===== src/rtl/core/i2cee_pkg.sv =====
package i2cee_pkg;

    // command codes carried in the func field
    localparam logic [1:0] FN_TICK  = 2'd0;
    localparam logic [1:0] FN_WRITE = 2'd1;
    localparam logic [1:0] FN_READ  = 2'd2;

    // configuration register indexes (paddr[2])
    localparam logic REG_WAIT   = 1'b0;
    localparam logic REG_DEVICE = 1'b1;

    localparam logic [15:0] WAIT_TICKS_RST  = 16'd300;
    localparam logic [3:0]  DEVICE_CODE_RST = 4'd10;
    localparam logic [3:0]  BYTE_BITS       = 4'd8;

    typedef enum logic [3:0] {
        PH_IDLE = 4'd0,
        PH_ST0  = 4'd1,
        PH_ST1  = 4'd2,
        PH_ST2  = 4'd3,
        PH_TX0  = 4'd4,
        PH_TX1  = 4'd5,
        PH_TX2  = 4'd6,
        PH_ACK  = 4'd7,
        PH_RX0  = 4'd8,
        PH_RX1  = 4'd9,
        PH_MN0  = 4'd10,
        PH_MN1  = 4'd11,
        PH_SP0  = 4'd12,
        PH_SP1  = 4'd13,
        PH_SP2  = 4'd14
    } step_t;

    // what a phase puts on SDA
    typedef enum logic [1:0] {
        SDA_LO  = 2'd0,
        SDA_HI  = 2'd1,
        SDA_BIT = 2'd2,
        SDA_REL = 2'd3
    } sda_code_t;

    typedef struct packed {
        logic [1:0] func;
        logic [9:0] address;
        logic [7:0] write_data;
        logic       sda_in;
    } in_item_t;

    typedef struct packed {
        logic       scl_level;
        logic       sda_level;
        logic       sda_drive;
        logic       busy_res;
        logic       done_res;
        logic [7:0] read_byte;
        logic       control_nack;
        logic       address_nack;
        logic       third_nack;
    } out_item_t;

    typedef struct packed {
        logic drive;
        logic sda;
        logic scl;
    } pins_t;

    typedef struct packed {
        logic       busy;
        logic       wait_zero;
        logic [3:0] bit_count;
    } seq_status_t;

    function automatic logic phase_scl(step_t s);
        logic r;
        case (s)
            PH_ST2, PH_TX0, PH_TX2, PH_RX1, PH_MN1, PH_SP2: r = 1'b0;
            default: r = 1'b1;
        endcase
        return r;
    endfunction

    function automatic sda_code_t phase_sda(step_t s);
        sda_code_t r;
        case (s)
            PH_ST1, PH_ST2, PH_SP0:         r = SDA_LO;
            PH_TX0, PH_TX1, PH_TX2:         r = SDA_BIT;
            PH_ACK, PH_RX0, PH_RX1:         r = SDA_REL;
            default:                        r = SDA_HI;
        endcase
        return r;
    endfunction

    function automatic logic [7:0] ctrl_byte(logic [3:0] dev, logic [1:0] blk, logic rw);
        return {dev, 1'b0, blk, rw};
    endfunction

endpackage


===== src/rtl/core/i2cee_cfg.sv =====
module i2cee_cfg
(
    input  logic        clk,
    input  logic        rst_n,
    input  logic        psel,
    input  logic        penable,
    input  logic        pwrite,
    input  logic [2:0]  paddr,
    input  logic [31:0] pwdata,
    output logic [31:0] prdata,
    output logic [15:0] wait_ticks,
    output logic [3:0]  device_code
);
    import i2cee_pkg::*;

    logic        wr_en;
    logic [15:0] wait_ticks_reg;
    logic [3:0]  device_code_reg;

    // pready is tied high, so the access cycle always completes
    assign wr_en = psel && penable && pwrite;

    always_ff @(posedge clk or negedge rst_n)
    begin
        if (!rst_n)
        begin
            wait_ticks_reg  <= WAIT_TICKS_RST;
            device_code_reg <= DEVICE_CODE_RST;
        end
        else if (wr_en)
        begin
            if (paddr[2] == REG_WAIT)
            begin
                wait_ticks_reg <= pwdata[15:0];
            end
            else
            begin
                device_code_reg <= pwdata[3:0];
            end
        end
    end

    always_comb
    begin
        if (paddr[2] == REG_WAIT)
        begin
            prdata = {16'd0, wait_ticks_reg};
        end
        else
        begin
            prdata = {28'd0, device_code_reg};
        end
    end

    assign wait_ticks  = wait_ticks_reg;
    assign device_code = device_code_reg;

endmodule


===== src/rtl/core/i2cee_seq.sv =====
module i2cee_seq
(
    input  logic                     clk,
    input  logic                     rst_n,
    input  logic                     en,
    input  i2cee_pkg::in_item_t      item,
    input  logic [15:0]              wait_ticks,
    input  logic [3:0]               device_code,
    output i2cee_pkg::out_item_t     res,
    output i2cee_pkg::seq_status_t   status
);
    import i2cee_pkg::*;

    step_t       step_reg, step_next;
    logic [15:0] wait_count_reg, wait_count_next;
    logic [3:0]  bit_count_reg, bit_count_next;
    logic [7:0]  shifter_reg, shifter_next;
    logic        is_read_reg, is_read_next;
    logic [9:0]  saved_address_reg, saved_address_next;
    logic [7:0]  saved_data_reg, saved_data_next;
    logic [2:0]  nack_reg, nack_next;
    pins_t       pins_reg, pins_next;
    logic [1:0]  stage_reg, stage_next;
    logic [7:0]  last_read_reg, last_read_next;

    logic [15:0] wait_eff;
    logic [3:0]  bc_inc;
    logic        done;
    sda_code_t   code;

    assign wait_eff = (wait_ticks == 16'd0) ? 16'd1 : wait_ticks;
    assign bc_inc   = bit_count_reg + 4'd1;

    // phase sequencing: one tick per call
    always_comb
    begin
        step_next          = step_reg;
        wait_count_next    = wait_count_reg;
        bit_count_next     = bit_count_reg;
        shifter_next       = shifter_reg;
        is_read_next       = is_read_reg;
        saved_address_next = saved_address_reg;
        saved_data_next    = saved_data_reg;
        nack_next          = nack_reg;
        stage_next         = stage_reg;
        last_read_next     = last_read_reg;
        done               = 1'b0;

        if (step_reg == PH_IDLE)
        begin
            if (item.func == FN_WRITE || item.func == FN_READ)
            begin
                saved_address_next = item.address;
                saved_data_next    = item.write_data;
                is_read_next       = (item.func == FN_READ);
                nack_next          = 3'd0;
                stage_next         = 2'd0;
                step_next          = PH_ST0;
                wait_count_next    = 16'd1;
            end
        end
        else if (wait_count_reg >= wait_eff)
        begin
            case (step_reg)
                PH_ST0: step_next = PH_ST1;
                PH_ST1: step_next = PH_ST2;
                PH_ST2:
                begin
                    shifter_next   = ctrl_byte(device_code, saved_address_reg[9:8],
                                               stage_reg != 2'd0);
                    bit_count_next = 4'd0;
                    step_next      = PH_TX0;
                end
                PH_TX0: step_next = PH_TX1;
                PH_TX1: step_next = PH_TX2;
                PH_TX2:
                begin
                    shifter_next   = {shifter_reg[6:0], 1'b0};
                    bit_count_next = bc_inc;
                    step_next      = (bc_inc < BYTE_BITS) ? PH_TX0 : PH_ACK;
                end
                PH_ACK:
                begin
                    if (item.sda_in)
                    begin
                        nack_next[stage_reg] = 1'b1;
                    end
                    if (stage_reg == 2'd0)
                    begin
                        stage_next     = 2'd1;
                        shifter_next   = saved_address_reg[7:0];
                        bit_count_next = 4'd0;
                        step_next      = PH_TX0;
                    end
                    else if (stage_reg == 2'd1)
                    begin
                        stage_next = 2'd2;
                        if (is_read_reg)
                        begin
                            step_next = PH_ST0;   // repeated start
                        end
                        else
                        begin
                            shifter_next   = saved_data_reg;
                            bit_count_next = 4'd0;
                            step_next      = PH_TX0;
                        end
                    end
                    else if (is_read_reg)
                    begin
                        shifter_next   = 8'd0;
                        bit_count_next = 4'd0;
                        step_next      = PH_RX0;
                    end
                    else
                    begin
                        step_next = PH_SP0;
                    end
                end
                PH_RX0:
                begin
                    shifter_next = {shifter_reg[6:0], item.sda_in};
                    step_next    = PH_RX1;
                end
                PH_RX1:
                begin
                    bit_count_next = bc_inc;
                    if (bc_inc < BYTE_BITS)
                    begin
                        step_next = PH_RX0;
                    end
                    else
                    begin
                        last_read_next = shifter_reg;
                        step_next      = PH_MN0;
                    end
                end
                PH_MN0: step_next = PH_MN1;
                PH_MN1: step_next = PH_SP0;
                PH_SP0: step_next = PH_SP1;
                PH_SP1: step_next = PH_SP2;
                PH_SP2:
                begin
                    step_next = PH_IDLE;
                    done      = 1'b1;
                end
                default: step_next = PH_IDLE;
            endcase
            wait_count_next = (step_next == PH_IDLE) ? 16'd0 : 16'd1;
        end
        else
        begin
            wait_count_next = wait_count_reg + 16'd1;
        end
    end

    // pin levels of the phase now entered; idle holds the last levels
    always_comb
    begin
        code = phase_sda(step_next);
        if (step_next == PH_IDLE)
        begin
            pins_next = pins_reg;
        end
        else
        begin
            pins_next.scl   = phase_scl(step_next);
            pins_next.drive = (code != SDA_REL);
            case (code)
                SDA_LO:  pins_next.sda = 1'b0;
                SDA_BIT: pins_next.sda = shifter_next[7];
                default: pins_next.sda = 1'b1;
            endcase
        end
    end

    always_ff @(posedge clk or negedge rst_n)
    begin
        if (!rst_n)
        begin
            step_reg          <= PH_IDLE;
            wait_count_reg    <= 16'd0;
            bit_count_reg     <= 4'd0;
            shifter_reg       <= 8'd0;
            is_read_reg       <= 1'b0;
            saved_address_reg <= 10'd0;
            saved_data_reg    <= 8'd0;
            nack_reg          <= 3'd0;
            pins_reg          <= '{drive: 1'b1, sda: 1'b1, scl: 1'b1};
            stage_reg         <= 2'd0;
            last_read_reg     <= 8'd0;
        end
        else if (en)
        begin
            step_reg          <= step_next;
            wait_count_reg    <= wait_count_next;
            bit_count_reg     <= bit_count_next;
            shifter_reg       <= shifter_next;
            is_read_reg       <= is_read_next;
            saved_address_reg <= saved_address_next;
            saved_data_reg    <= saved_data_next;
            nack_reg          <= nack_next;
            pins_reg          <= pins_next;
            stage_reg         <= stage_next;
            last_read_reg     <= last_read_next;
        end
    end

    always_comb
    begin
        res.scl_level    = pins_next.scl;
        res.sda_level    = pins_next.sda;
        res.sda_drive    = pins_next.drive;
        res.busy_res     = (step_next != PH_IDLE);
        res.done_res     = done;
        res.read_byte    = last_read_next;
        res.control_nack = nack_next[0];
        res.address_nack = nack_next[1];
        res.third_nack   = nack_next[2];
    end

    assign status.busy      = (step_reg != PH_IDLE);
    assign status.wait_zero = (wait_count_reg == 16'd0);
    assign status.bit_count = bit_count_reg;

endmodule


===== src/rtl/core/i2c_eeprom_byte_master.sv =====
// I2C byte master for a small serial EEPROM: byte write and random read.
// Input stream (s_*): one transfer per bus tick. It carries the sampled SDA
// level and, in s_tuser, a command: tick only, byte write or random read.
// A command is taken only while no transaction runs; otherwise it is ignored.
// Output stream (m_*): exactly one transfer per input transfer, with SCL/SDA
// pin levels, SDA drive enable, busy, a done pulse, the last read byte and
// the three NACK flags of the current or last transaction.
// Each bus phase holds its levels for wait_ticks ticks (0 acts as 1).
// Configuration over APB: wait_ticks at 0x0, device_code at 0x4; write
// only while the block is idle.
// A tick accepted on s_* passes the input register, then the result register,
// before it appears on m_tdata. Throughput: one tick per cycle while the
// result stream is not stalled, set by the phase sequencer.
// When m_tready is low the result register holds; the input register still
// takes one more tick if it was empty, then s_tready drops until the output drains.
// Reset: sequencer idle, pins at SCL high, SDA high and driven, registers
// at wait_ticks 300 and device_code 0xA.
module i2c_eeprom_byte_master
(
    input  logic        clk,
    input  logic        rst_n,
    // input stream
    input  logic        s_tvalid,
    output logic        s_tready,
    input  logic [23:0] s_tdata,   // address[9:0], write_data[17:10], sda_in[18], zero pad
    input  logic [1:0]  s_tuser,   // func[1:0]
    // result stream
    output logic        m_tvalid,
    input  logic        m_tready,
    output logic [15:0] m_tdata,   // scl_level[0], sda_level[1], sda_drive[2], busy_res[3],
                                   // done_res[4], read_byte[12:5], control_nack[13],
                                   // address_nack[14], third_nack[15]
    // configuration
    input  logic        psel,
    input  logic        penable,
    input  logic        pwrite,
    input  logic [2:0]  paddr,
    input  logic [31:0] pwdata,
    output logic [31:0] prdata,
    output logic        pready
);
    import i2cee_pkg::*;

    logic        in_valid_reg;
    in_item_t    in_item_reg;
    logic        out_valid_reg;
    out_item_t   out_item_reg;

    logic        adv;          // sequencer consumes the held tick
    logic        in_take;
    in_item_t    in_item;
    out_item_t   res;
    seq_status_t status;
    logic [15:0] wait_ticks;
    logic [3:0]  device_code;

    assign pready = 1'b1;

    // unpack the incoming transfer
    assign in_item.func       = s_tuser;
    assign in_item.address    = s_tdata[9:0];
    assign in_item.write_data = s_tdata[17:10];
    assign in_item.sda_in     = s_tdata[18];

    assign adv      = in_valid_reg && (!out_valid_reg || m_tready);
    assign s_tready = !in_valid_reg || adv;
    assign in_take  = s_tvalid && s_tready;

    i2cee_cfg u_cfg
    (
        .clk         (clk),
        .rst_n       (rst_n),
        .psel        (psel),
        .penable     (penable),
        .pwrite      (pwrite),
        .paddr       (paddr),
        .pwdata      (pwdata),
        .prdata      (prdata),
        .wait_ticks  (wait_ticks),
        .device_code (device_code)
    );

    i2cee_seq u_seq
    (
        .clk         (clk),
        .rst_n       (rst_n),
        .en          (adv),
        .item        (in_item_reg),
        .wait_ticks  (wait_ticks),
        .device_code (device_code),
        .res         (res),
        .status      (status)
    );

    // input register
    always_ff @(posedge clk or negedge rst_n)
    begin
        if (!rst_n)
        begin
            in_valid_reg <= 1'b0;
        end
        else if (in_take)
        begin
            in_valid_reg <= 1'b1;
        end
        else if (adv)
        begin
            in_valid_reg <= 1'b0;
        end
    end

    always_ff @(posedge clk)
    begin
        if (in_take)
        begin
            in_item_reg <= in_item;
        end
    end

    // result register
    always_ff @(posedge clk or negedge rst_n)
    begin
        if (!rst_n)
        begin
            out_valid_reg <= 1'b0;
        end
        else if (adv)
        begin
            out_valid_reg <= 1'b1;
        end
        else if (m_tready)
        begin
            out_valid_reg <= 1'b0;
        end
    end

    always_ff @(posedge clk)
    begin
        if (adv)
        begin
            out_item_reg <= res;
        end
    end

    assign m_tvalid = out_valid_reg;
    assign m_tdata  = {out_item_reg.third_nack, out_item_reg.address_nack,
                       out_item_reg.control_nack, out_item_reg.read_byte,
                       out_item_reg.done_res, out_item_reg.busy_res,
                       out_item_reg.sda_drive, out_item_reg.sda_level,
                       out_item_reg.scl_level};

    // input side stalls only behind a held tick and a blocked result
    a_stall_cause: assert property (@(posedge clk) disable iff (!rst_n)
        !s_tready |-> (in_valid_reg && out_valid_reg && !m_tready))
        else $error("input stalled without a blocked result");

    // a running transaction always has a started wait period
    a_wait_running: assert property (@(posedge clk) disable iff (!rst_n)
        status.busy |-> !status.wait_zero)
        else $error("wait counter zero while busy");

    // the bit counter never passes one byte
    a_bit_range: assert property (@(posedge clk) disable iff (!rst_n)
        status.bit_count <= BYTE_BITS)
        else $error("bit counter out of range");

endmodule

===== config.mk =====
export PLATFORM = sky130hd
export DESIGN_NAME = i2c_eeprom_byte_master
export DESIGN_NICKNAME = d
export VERILOG_FILES = /design/src/rtl/core/i2cee_pkg.sv /design/src/rtl/core/i2cee_cfg.sv /design/src/rtl/core/i2cee_seq.sv /design/src/rtl/core/i2c_eeprom_byte_master.sv
export SDC_FILE = /design/constraint.sdc
export NUM_CORES = 1
export LEC_CHECK = 0
export BUFFER_PORTS_ARGS = -buffer_cell sky130_fd_sc_hd__buf_2
export CAP_MARGIN = 10
export CORE_UTILIZATION = 55
export DETAILED_ROUTE_END_ITERATION = 8
export MAX_ROUTING_LAYER = met4
export PLACE_DENSITY = 0.83
export REMOVE_ABC_BUFFERS = 1
export SKIP_CTS_REPAIR_TIMING = 1
export SLEW_MARGIN = 20
export SYNTH_ARGS = -nofsm -noshare
export SYNTH_HDL_FRONTEND = slang
export SYNTH_SLANG_ARGS = --single-unit

===== constraint.sdc =====
create_clock -name clk -period 3.47 [get_ports clk]
set_clock_uncertainty 0.1 [all_clocks]
set_input_delay 0.1735 -clock clk [delete_from_list [all_inputs] [get_ports clk]]
set_output_delay 0.1735 -clock clk [all_outputs]
set_load 0.02 [all_outputs]

==> results of run 1 <==
## report_power, final
group / switching, mW / total [mW] / internal, mW
Sequential: 0.211 / 2.03 / 1.82
Clock: 0.655 / 1.64 / 0.985
Combinational: 0.751 / 1.32 / 0.569
## synthesized netlist by cell type (5+ instances only)
cell,count
buf_2,7
edfxtp_1,37
nand2b_1,9
a222oi_1,5
nand3_1,10
a22o_1,11
dfrtp_1,80
nand2_1,63
nand4_1,5
xor2_1,13
ha_1,19
inv_1,24
mux2_2,49
dfstp_2,9
nor2_1,52
o21ai_0,26
buf_4,17
clkbuf_1,15
a21oi_1,18
## layout make-up
type,instances,share of cell area [%]
Antenna cell,1,0.0317
Clock buffer,19,5.49
Clock inverter,13,1.51
Inverter,27,1.28
Multi-Input combinational cell,395,35.2
Sequential cell,126,42.5
Tap cell,143,2.27
Timing Repair Buffer,136,11.8
## kinds of logic after synthesis
family	Yosys count	share of synthesized area (%)
AND/OR/NAND/NOR	171	12.7
flip-flops	126	52.3
AO/OA/AOI/OAI	119	14.0
buffers and inverters	70	5.60
multiplexers	54	9.53
adder cells (fa/ha/maj)	19	3.71
XOR/XNOR	15	2.05
other	2	0.117
## worst max-delay path, cell delays in order, from the launching register on
cell	delay, ps
dfrtp_1	410
nor4_1	380
a41o_1	240
ha_1	220
nand2b_1	140
a2111o_1	430
o2111ai_2	90
buf_4	180
a311oi_2	140
o32a_1	310
mux2i_1	170
o221ai_1	190
a21oi_1	90
## metal layers
layer | wire, µm | up-vias
li1 | - | 2319
met1 | 6110 | 2488
met2 | 8060 | 249
met3 | 851 | 38
met4 | 364 | 0
met5 | 0 | -
## final timing paths
check	startpoint	end	slack, ps	cells after the start
setup / recovery	u_cfg.wait_ticks[4]	m_tdata[1]	90	12
hold / removal	pwrite	u_cfg.device_code[0]	200	3
setup reg to reg	u_cfg.wait_ticks[4]	m_tdata[1]	90	12
hold reg to reg	u_seq.last_read_reg[1]	u_seq.last_read_reg[1]	380	2
max in group asynchronous	rst_n	u_cfg.wait_ticks[5]	2070	3
min in group asynchronous	rst_n	u_cfg.device_code[0]	330	2
## stage by stage
stage | setup WS (ps) | utilization, % | area (µm²) | power (mW) | instances
detailed placement | 37.6 | 60.7 | 6900 | 3.27 | 785
global placement | 159 | 60.7 | 6900 | 3.18 | 785
finish | 86.4 | 69.4 | 7890 | 4.99 | 860
CTS | 1.70 | 65.5 | 7450 | 4.91 | 817
floorplan | 136 | - | 6210 | 2.85 | 548
global route | -9.57 | 69.4 | 7890 | 5.20 | 859
==> reports/metrics.json, run 1 <==
{
  "outcome": {
    "status": "finished clean"
  },
  "cts": {
    "numCtsBuffers": 17,
    "h_tree_lvls": 4,
    "clockBufferDepth": 2,
    "clk_transition_reported_paths_ps": 60,
    "cts_tree": "yes",
    "clock_root_buffer": "clkbuf_16",
    "cts.sink_count": 126,
    "clk_latency_ps": 420
  },
  "yosys": {
    "synthDominantAreaCellType": "dfrtp_1",
    "synth_top_area_share_pct": 31.2,
    "synth_async_sr_flop_share_pct": 70.6,
    "average_instance_area_after_synthesis_um2": 11.1,
    "synth_edf_count": 37,
    "ys_ff_latch": 126,
    "synth-seq-area-share_pct": 52.3,
    "yosys_warnings": 0,
    "synthCells": 576,
    "ys_dominant_reg_cell": "dfrtp_1",
    "synth.lib_cells_used.distinct": 72,
    "syn_area_um2": 6410,
    "netlist_top_cells_area": "dfrtp_1 (31%), edfxtp_1 (17%), mux2_2 (8.6%)"
  },
  "timing": {
    "worst_hold_margin_ps": 201,
    "setup-violations-final": 0,
    "timing_worst_slew_pin_value_ps": 927,
    "timing.final.hold_violations": 0,
    "slew-limit-headroom_pct": 38.2,
    "setup-tns-final_ps": 0,
    "max_clock_freq_mhz": 296,
    "min_period_over_period_pct": 97.5,
    "layout_min_cycle_time_ps": 3380,
    "timing.final.max_slew_violations": 0
  },
  "global_routing": {
    "grt_max_degree": 67,
    "most_heavily_used_metal_layer_in_global_routing": "met2",
    "gr-usage-met1_pct": 30.6,
    "antenna_found_initial": 0,
    "grtUsageTotal_pct": 25.2,
    "met3_usage_pct": 5.22,
    "globalRouteMet2Util_pct": 41.4,
    "grt_pass1_vias": 4586,
    "gr-total-overflow": 0,
    "grt_pass1_wl_mm": 22.2
  },
  "setup_path": {
    "timing.critical_path.arrival_ps": 3430,
    "timing.critical_path.required_ps": 3510,
    "worst_setup_path_end_kind": "register",
    "worst_setup_path_start_kind": "register",
    "timing_worst_setup_path_type": "register to register",
    "critical_path.max_fanout": 6
  },
  "power": {
    "leakage_nw": 3.49,
    "powerDensity_nw_per_um2": 633,
    "max-vdd-ir-drop_uv": 413
  },
  "place": {
    "hpwl_after_detailed_placement_mm": 9.80,
    "numPortBuffers": 78,
    "gpl.final_weighted_congestion": 0.939
  },
  "detailed_routing": {
    "via_density_per_instance": 5.92,
    "route.detailed.wl_per_inst_um": 17.9,
    "postRouteAntennaNets": 0,
    "dr.pass1.iters": 8,
    "drc": 0,
    "totalWireLength_mm": 15.4,
    "starting_drt_drc_count": 568,
    "detailroute.via_count": 5094
  },
  "min_path": {
    "min-delay-path-class": "input port to register"
  },
  "floorplanning": {
    "chipHeight_um": 110,
    "floorplan.initialDensity_pct": 56.4,
    "die-width_um": 110,
    "coreArea_um2": 11400,
    "fp.dieArea_um2": 12100,
    "design.portCount": 119,
    "std_cell_rows": 39
  },
  "finish": {
    "max_reg_flops": 21,
    "multiInputGateArea_um2": 2780,
    "nets": 790,
    "area.growth.synth_to_final_pct": 23.1,
    "mostFrequentLayoutCells": "dfrtp_1 (80), buf_2 (77), nand2_1 (63), nor2_1 (52), mux2_2 (49)",
    "layout.cells.most_common": "dfrtp_1",
    "fillerInstances": 738,
    "drive_gt1_share_pct": 28.5,
    "seq_area_um2": 3350
  },
  "flow_run": {
    "max_cap_viol_count": 0
  }
}
No activity file was read; power rests on OpenSTA's default activity.
==> inputs of run 2 (changes only) <==
--- a/config.mk
+++ b/config.mk
@@ -7,10 +7,10 @@
 export LEC_CHECK = 0
 export BUFFER_PORTS_ARGS = -buffer_cell sky130_fd_sc_hd__buf_2
 export CAP_MARGIN = 10
-export CORE_UTILIZATION = 55
+export CORE_UTILIZATION = 56
 export DETAILED_ROUTE_END_ITERATION = 8
 export MAX_ROUTING_LAYER = met4
-export PLACE_DENSITY = 0.83
+export PLACE_DENSITY = 0.84
 export REMOVE_ABC_BUFFERS = 1
 export SKIP_CTS_REPAIR_TIMING = 1
 export SLEW_MARGIN = 20
==> reports/metrics.json, run 2 (synthesis gave the netlist of run 1 again) <==
{
  "global_routing": {
    "antenna_found_initial": {"value": 0, "change": "unchanged"},
    "grt_pass1_wl": {"value": 23.2, "unit": "mm", "change": "+4.5%"},
    "grt_max_degree": {"value": 69, "change": "+3.0%"},
    "grt_pass1_vias": {"value": 4744, "change": "+3.4%"},
    "grtUsageTotal": {"value": 26.4, "unit": "%", "change": "+1.2 points"},
    "gr-total-overflow": {"value": 0, "change": "unchanged"}
  },
  "min_path": {
    "min-delay-path-class": "input port to register"
  },
  "floorplanning": {
    "die-width": {"value": 109, "unit": "µm", "change": "-0.88%"},
    "fp.dieArea": {"value": 11900, "unit": "µm²", "change": "-1.8%"},
    "std_cell_rows": {"value": 38, "change": "-2.6%"},
    "coreArea": {"value": 11000, "unit": "µm²", "change": "-3.4%"},
    "chipHeight": {"value": 109, "unit": "µm", "change": "-0.88%"},
    "design.portCount": {"value": 119, "change": "unchanged"},
    "floorplan.initialDensity": {"value": 58.4, "unit": "%", "change": "+2.0 points"}
  },
  "finish": {
    "num_antenna_cells": {"value": 0, "change": "-1"},
    "drive_gt1_share": {"value": 28.6, "unit": "%", "change": "+0.10 points"},
    "max_reg_flops": {"value": 21, "change": "unchanged"},
    "nets": {"value": 784, "change": "-0.76%"},
    "layout.cells.most_common": "dfrtp_1",
    "mostFrequentLayoutCells": "dfrtp_1 (80), buf_2 (77), nand2_1 (62), nor2_1 (52), mux2_2 (49)",
    "area.growth.synth_to_final_pct": 23.2
  },
  "power": {
    "total_power": {"value": 5.12, "unit": "mW", "change": "+2.5%"},
    "powerDensity": {"value": 648, "unit": "nW/µm²", "change": "+2.3%"},
    "leakage": {"value": 3.49, "unit": "nW", "change": "about the same"},
    "max-vdd-ir-drop": {"value": 426, "unit": "µV", "change": "+3.2%"}
  },
  "flow_run": {
    "max_cap_viol_count": {"value": 0, "change": "unchanged"}
  },
  "detailed_routing": {
    "postRouteAntennaNets": {"value": 0, "change": "unchanged"},
    "starting_drt_drc_count": {"value": 569, "change": "+0.18%"},
    "totalWireLength": {"value": 16.5, "unit": "mm", "change": "+7.2%"},
    "route.detailed.wl_per_inst": {"value": 19.4, "unit": "µm", "change": "+8.5%"},
    "detailroute.via_count": {"value": 5237, "change": "+2.8%"},
    "drc": {"value": 0, "change": "unchanged"},
    "dr.pass1.iters": {"value": 6, "change": "-2"},
    "via_density_per_instance": {"value": 6.16, "change": "+4.0%"}
  },
  "timing": {
    "max_clock_freq": {"value": 299, "unit": "MHz", "change": "+1.2%"},
    "timing.final.max_slew_violations": {"value": 0, "change": "unchanged"},
    "min_period_over_period": {"value": 96.4, "unit": "%", "change": "-1.1 points"},
    "final_critical_path_setup_slack": {"value": 125, "unit": "ps", "change": "+38.5 ps"},
    "timing_worst_slew_pin_value": {"value": 924, "unit": "ps", "change": "-2.34 ps"},
    "timing.final.hold_violations": {"value": 0, "change": "unchanged"},
    "worst_hold_margin": {"value": 238, "unit": "ps", "change": "+37.2 ps"},
    "slew-limit-headroom": {"value": 38.0, "unit": "%", "change": "-0.17 points"},
    "layout_min_cycle_time": {"value": 3350, "unit": "ps", "change": "-38.5 ps"},
    "setup-violations-final": {"value": 0, "change": "unchanged"}
  },
  "cts": {
    "clk_latency": {"value": 420, "unit": "ps", "change": "about the same"},
    "clock_root_buffer": "clkbuf_16",
    "clockBufferDepth": {"value": 2, "change": "unchanged"},
    "h_tree_lvls": {"value": 4, "change": "unchanged"},
    "cts_tree": "yes",
    "numCtsBuffers": {"value": 17, "change": "unchanged"},
    "cts.sink_count": {"value": 126, "change": "unchanged"},
    "clk_transition_reported_paths": {"value": 60, "unit": "ps", "change": "about the same"}
  },
  "place": {
    "numPortBuffers": {"value": 78, "change": "unchanged"},
    "gpl.final_weighted_congestion": {"value": 0.893, "change": "-4.9%"},
    "dpl_worst_slack": {"value": 88.1, "unit": "ps", "change": "+50.5 ps"},
    "hpwl_after_detailed_placement": {"value": 9.64, "unit": "mm", "change": "-1.6%"}
  },
  "setup_path": {
    "worst_setup_path_end_kind": "register",
    "critical_path.max_fanout": {"value": 8, "change": "+2"},
    "timing_worst_setup_path_type": "register to register",
    "timing.critical_path.required": {"value": 3710, "unit": "ps", "change": "+200 ps"},
    "worst_setup_path_start_kind": "register",
    "timing.critical_path.arrival": {"value": 3580, "unit": "ps", "change": "+150 ps"}
  },
  "outcome": {
    "status": "finished clean"
  }
}
[run 2: changes by cell type in the layout (fill, tap and decap cells not counted), sizes merged]
cell      change
buf           -6
clkbuf        -1
clkinv        -1
clkinvlp      -1
diode         -1
inv           +3
[run 2: critical path, cell delays in order, from the launching register on]
cell and delay, ps:
dfrtp_1 430, nor4_4 310, a41o_1 220, ha_1 220
nand2b_1 150, a2111o_1 420, o2111ai_2 150, and3_4 260
buf_4 210, o221ai_2 200, o21ai_0 210, a32oi_1 90
mux2_4 290
[run 2: final timing paths]
check,start,end,slack (ps),depth (start not counted)
max in group asynchronous,rst_n,u_cfg.wait_ticks[5],2060,3
min in group asynchronous,rst_n,u_seq.saved_data_reg[7],320,2
setup reg to reg,u_cfg.wait_ticks[4],u_seq.pins_reg[2],120,12
hold reg to reg,u_seq.last_read_reg[4],u_seq.last_read_reg[4],370,2
hold / removal,pwrite,u_cfg.device_code[2],240,3
setup / recovery,u_cfg.wait_ticks[4],u_seq.pins_reg[2],120,12
[run 2: cell type report]
type / instances / area [µm²]
Clock buffer: 18 / 439
Clock inverter: 14 / 133
Fill cell: 663 / 3080
Inverter: 27 / 101
Multi-Input combinational cell: 395 / 2810
Sequential cell: 126 / 3350
Tap cell: 140 / 175
Timing Repair Buffer: 130 / 896
[run 2: stage by stage]
| step | setup TNS, ps | cells | utilization (%) | instance area (µm²) |
|---|---|---|---|---|
| finish | 0 | 850 | 71.9 | 7900 |
| detailed placement | 0 | 778 | 62.6 | 6880 |
| global route | -37.0 | 850 | 71.9 | 7900 |
| floorplan | 0 | 548 | - | 6210 |
| CTS | -105 | 810 | 67.8 | 7450 |
| global placement | 0 | 778 | 62.6 | 6880 |
[run 2: per-layer routing]
layer,vias to the layer above,routed length [µm],global-route usage [%]
met5,-,0,-
met4,0,580,10.5
met3,66,1190,4.66
met2,326,8380,42.9
met1,2539,6350,32.9
li1,2306,-,-
[run 2: report_power, final]
part	leakage (nW)	internal, mW	switching, mW
clock	0.274	1.01	0.696
combinational	1.73	0.562	0.760
sequential	1.48	1.82	0.265
total	3.49	3.40	1.72
==> inputs of run 3 (changes only) <==
--- a/config.mk
+++ b/config.mk
@@ -7,10 +7,12 @@
 export LEC_CHECK = 0
 export BUFFER_PORTS_ARGS = -buffer_cell sky130_fd_sc_hd__buf_2
 export CAP_MARGIN = 10
+export CORE_MARGIN = 2
 export CORE_UTILIZATION = 56
 export DETAILED_ROUTE_END_ITERATION = 8
+export GPL_ROUTABILITY_DRIVEN = 1
 export MAX_ROUTING_LAYER = met4
-export PLACE_DENSITY = 0.84
+export PLACE_DENSITY = 0.8
 export REMOVE_ABC_BUFFERS = 1
 export SKIP_CTS_REPAIR_TIMING = 1
 export SLEW_MARGIN = 20
==> reports/metrics.json, run 3 (synthesis gave the netlist of run 1 again) <==
{
  "timing": {
    "timing_worst_slew_pin_value": {"value": 966, "unit": "ps", "change": "+42.0 ps"},
    "layout_min_cycle_time": {"value": 3360, "unit": "ps", "change": "+16.4 ps"},
    "slew-limit-headroom": {"value": 35.6, "unit": "%", "change": "-2.5 points"},
    "setup-violations-final": {"value": 0, "change": "unchanged"},
    "max_clock_freq": {"value": 297, "unit": "MHz", "change": "-0.49%"},
    "min_period_over_period": {"value": 96.9, "unit": "%", "change": "+0.47 points"},
    "timing.final.max_slew_violations": {"value": 0, "change": "unchanged"},
    "timing.final.hold_violations": {"value": 0, "change": "unchanged"}
  },
  "global_routing": {
    "gr-total-overflow": {"value": 0, "change": "unchanged"},
    "grt_max_degree": {"value": 90, "change": "+30%"},
    "grtUsageTotal": {"value": 24.3, "unit": "%", "change": "-2.1 points"},
    "antenna_found_initial": {"value": 0, "change": "unchanged"},
    "grt_pass1_wl": {"value": 23.3, "unit": "mm", "change": "+0.44%"},
    "grt_pass1_vias": {"value": 4796, "change": "+1.1%"}
  },
  "finish": {
    "final_cell_area": {"value": 7880, "unit": "µm²", "change": "-0.21%"},
    "drive_gt1_share": {"value": 27.7, "unit": "%", "change": "-0.85 points"},
    "num_antenna_cells": {"value": 0, "change": "unchanged"},
    "max_reg_flops": {"value": 21, "change": "unchanged"},
    "area.growth.synth_to_final_pct": 23.0,
    "layout.cells.most_common": "dfrtp_1",
    "instances_no_fill": {"value": 853, "change": "+0.35%"},
    "fillerInstances": {"value": 739, "change": "+11%"},
    "mostFrequentLayoutCells": "dfrtp_1 (80), buf_2 (77), nand2_1 (63), nor2_1 (52), mux2_2 (49)",
    "nets": {"value": 784, "change": "unchanged"}
  },
  "cts": {
    "cts_tree": "yes",
    "h_tree_lvls": {"value": 4, "change": "unchanged"},
    "clk_transition_reported_paths": {"value": 50, "unit": "ps", "change": "about the same"},
    "cts.sink_count": {"value": 126, "change": "unchanged"},
    "clk_latency": {"value": 410, "unit": "ps", "change": "about the same"},
    "numCtsBuffers": {"value": 17, "change": "unchanged"},
    "clock_root_buffer": "clkbuf_16",
    "clockBufferDepth": {"value": 2, "change": "unchanged"}
  },
  "floorplanning": {
    "design.portCount": {"value": 119, "change": "unchanged"},
    "fp.dieArea": {"value": 12300, "unit": "µm²", "change": "+3.7%"},
    "std_cell_rows": {"value": 39, "change": "+2.6%"},
    "floorplan.initialDensity": {"value": 56.9, "unit": "%", "change": "-1.5 points"},
    "coreArea": {"value": 11300, "unit": "µm²", "change": "+2.6%"},
    "die-width": {"value": 111, "unit": "µm", "change": "+1.8%"},
    "chipHeight": {"value": 111, "unit": "µm", "change": "+1.8%"}
  },
  "detailed_routing": {
    "met2WireLength": {"value": 7.98, "unit": "mm", "change": "-4.7%"},
    "route.met3.wl": {"value": 882, "unit": "µm", "change": "-26%"},
    "met1Wirelength": {"value": 5.96, "unit": "mm", "change": "-6.2%"},
    "detailroute.via_count": {"value": 5040, "change": "-3.8%"},
    "totalWireLength": {"value": 15.3, "unit": "mm", "change": "-7.0%"},
    "dr.pass1.iters": {"value": 5, "change": "-1"},
    "starting_drt_drc_count": {"value": 469, "change": "-18%"},
    "route.detailed.wl_per_inst": {"value": 18.0, "unit": "µm", "change": "-7.3%"},
    "drc": {"value": 0, "change": "unchanged"},
    "via_density_per_instance": {"value": 5.91, "change": "-4.1%"},
    "routed.top_layer": "met4",
    "postRouteAntennaNets": {"value": 0, "change": "unchanged"}
  },
  "place": {
    "hpwl_after_detailed_placement": {"value": 9.68, "unit": "mm", "change": "+0.43%"},
    "placed_cells_incl_taps": {"value": 781, "change": "+0.39%"},
    "place_area": {"value": 6870, "unit": "µm²", "change": "-0.13%"},
    "numPortBuffers": {"value": 78, "change": "unchanged"},
    "gpl.final_weighted_congestion": {"value": 0.875, "change": "-2.0%"}
  },
  "setup_path": {
    "timing.critical_path.arrival": {"value": 3420, "unit": "ps", "change": "-160 ps"},
    "cp_slowest_stage_delay": {"value": 420, "unit": "ps", "change": "about the same"},
    "timing.critical_path.required": {"value": 3530, "unit": "ps", "change": "-180 ps"},
    "cpLargestDelayFamily": "compound AO/OA/AOI/OAI gates",
    "worst_setup_path_end_kind": "register",
    "timing_worst_setup_path_type": "register to register",
    "worstPathCellList": "nor4_1, a41o_1, ha_1, nand2b_1, a2111o_1, o2111ai_2, and3_4, buf_4, o32a_1, nand2_1, a211oi_1, a31oi_1",
    "timing.critical_path.buf_inv": {"value": 1, "change": "unchanged"},
    "worst_setup_path_start_kind": "register",
    "slowest_stage": "a2111o_1",
    "critical_path.max_fanout": {"value": 6, "change": "-2"}
  },
  "outcome": {
    "status": "finished clean"
  },
  "power": {
    "max-vdd-ir-drop": {"value": 449, "unit": "µV", "change": "+5.4%"},
    "total_power": {"value": 5.10, "unit": "mW", "change": "-0.26%"},
    "leakage": {"value": 3.48, "unit": "nW", "change": "-0.25%"},
    "powerDensity": {"value": 647, "unit": "nW/µm²", "change": "about the same"}
  },
  "flow_run": {
    "max_cap_viol_count": {"value": 0, "change": "unchanged"}
  },
  "min_path": {
    "min-delay-path-class": "input port to register"
  }
}
[run 3: area by class of cell]
class	count	area, µm²	share of cell area, %
clock buffer	18	429	5.44
clock inverter	14	168	2.13
inverter	27	101	1.29
multi-input combinational	395	2770	35.1
sequential	126	3350	42.5
tap	143	179	2.27
timing repair buffer	130	887	11.3
[run 3: power breakdown]
part	total [mW]	switching, mW	internal (mW)
Combinational	1.28	0.720	0.557
Clock	1.79	0.658	1.13
Sequential	2.04	0.222	1.82
[run 3: tightest hold or removal path, cell delays in order]
cell and delay (ps):
buf_2 110, nand4_1 220, mux2_2 210
[run 3: worst paths after layout]
| check | from | endpoint | slack, ps | depth (start not counted) |
|---|---|---|---|---|
| setup / recovery | u_cfg.wait_ticks[1] | m_tdata[0] | 110 | 12 |
| hold / removal | pwrite | u_cfg.device_code[3] | 240 | 3 |
| setup reg to reg | u_cfg.wait_ticks[1] | m_tdata[0] | 110 | 12 |
| hold reg to reg | in_item_reg[17] | u_seq.saved_address_reg[8] | 370 | 1 |
| max in group asynchronous | rst_n | u_seq.nack_reg[2] | 2440 | 2 |
| min in group asynchronous | rst_n | u_cfg.wait_ticks[4] | 270 | 2 |
[run 3: routing by layer]
metal	vias to the layer above	track usage, %
met5	-	-
met3	53	5.14
met1	2445	29.6
met2	241	39.9
li1	2301	-
met4	0	9.92
[run 3: through the flow]
stage / setup slack, ps / hold slack (ps) / util [%] / setup TNS [ps]
CTS: 65.7 / -177 / 66.2 / 0
floorplan: 136 / -222 / - / 0
global route: -68.9 / 244 / 69.9 / -134
global placement: 138 / 250 / 61.0 / 0
detailed placement: 95.4 / 252 / 61.0 / 0
finish: 108 / 245 / 69.9 / 0
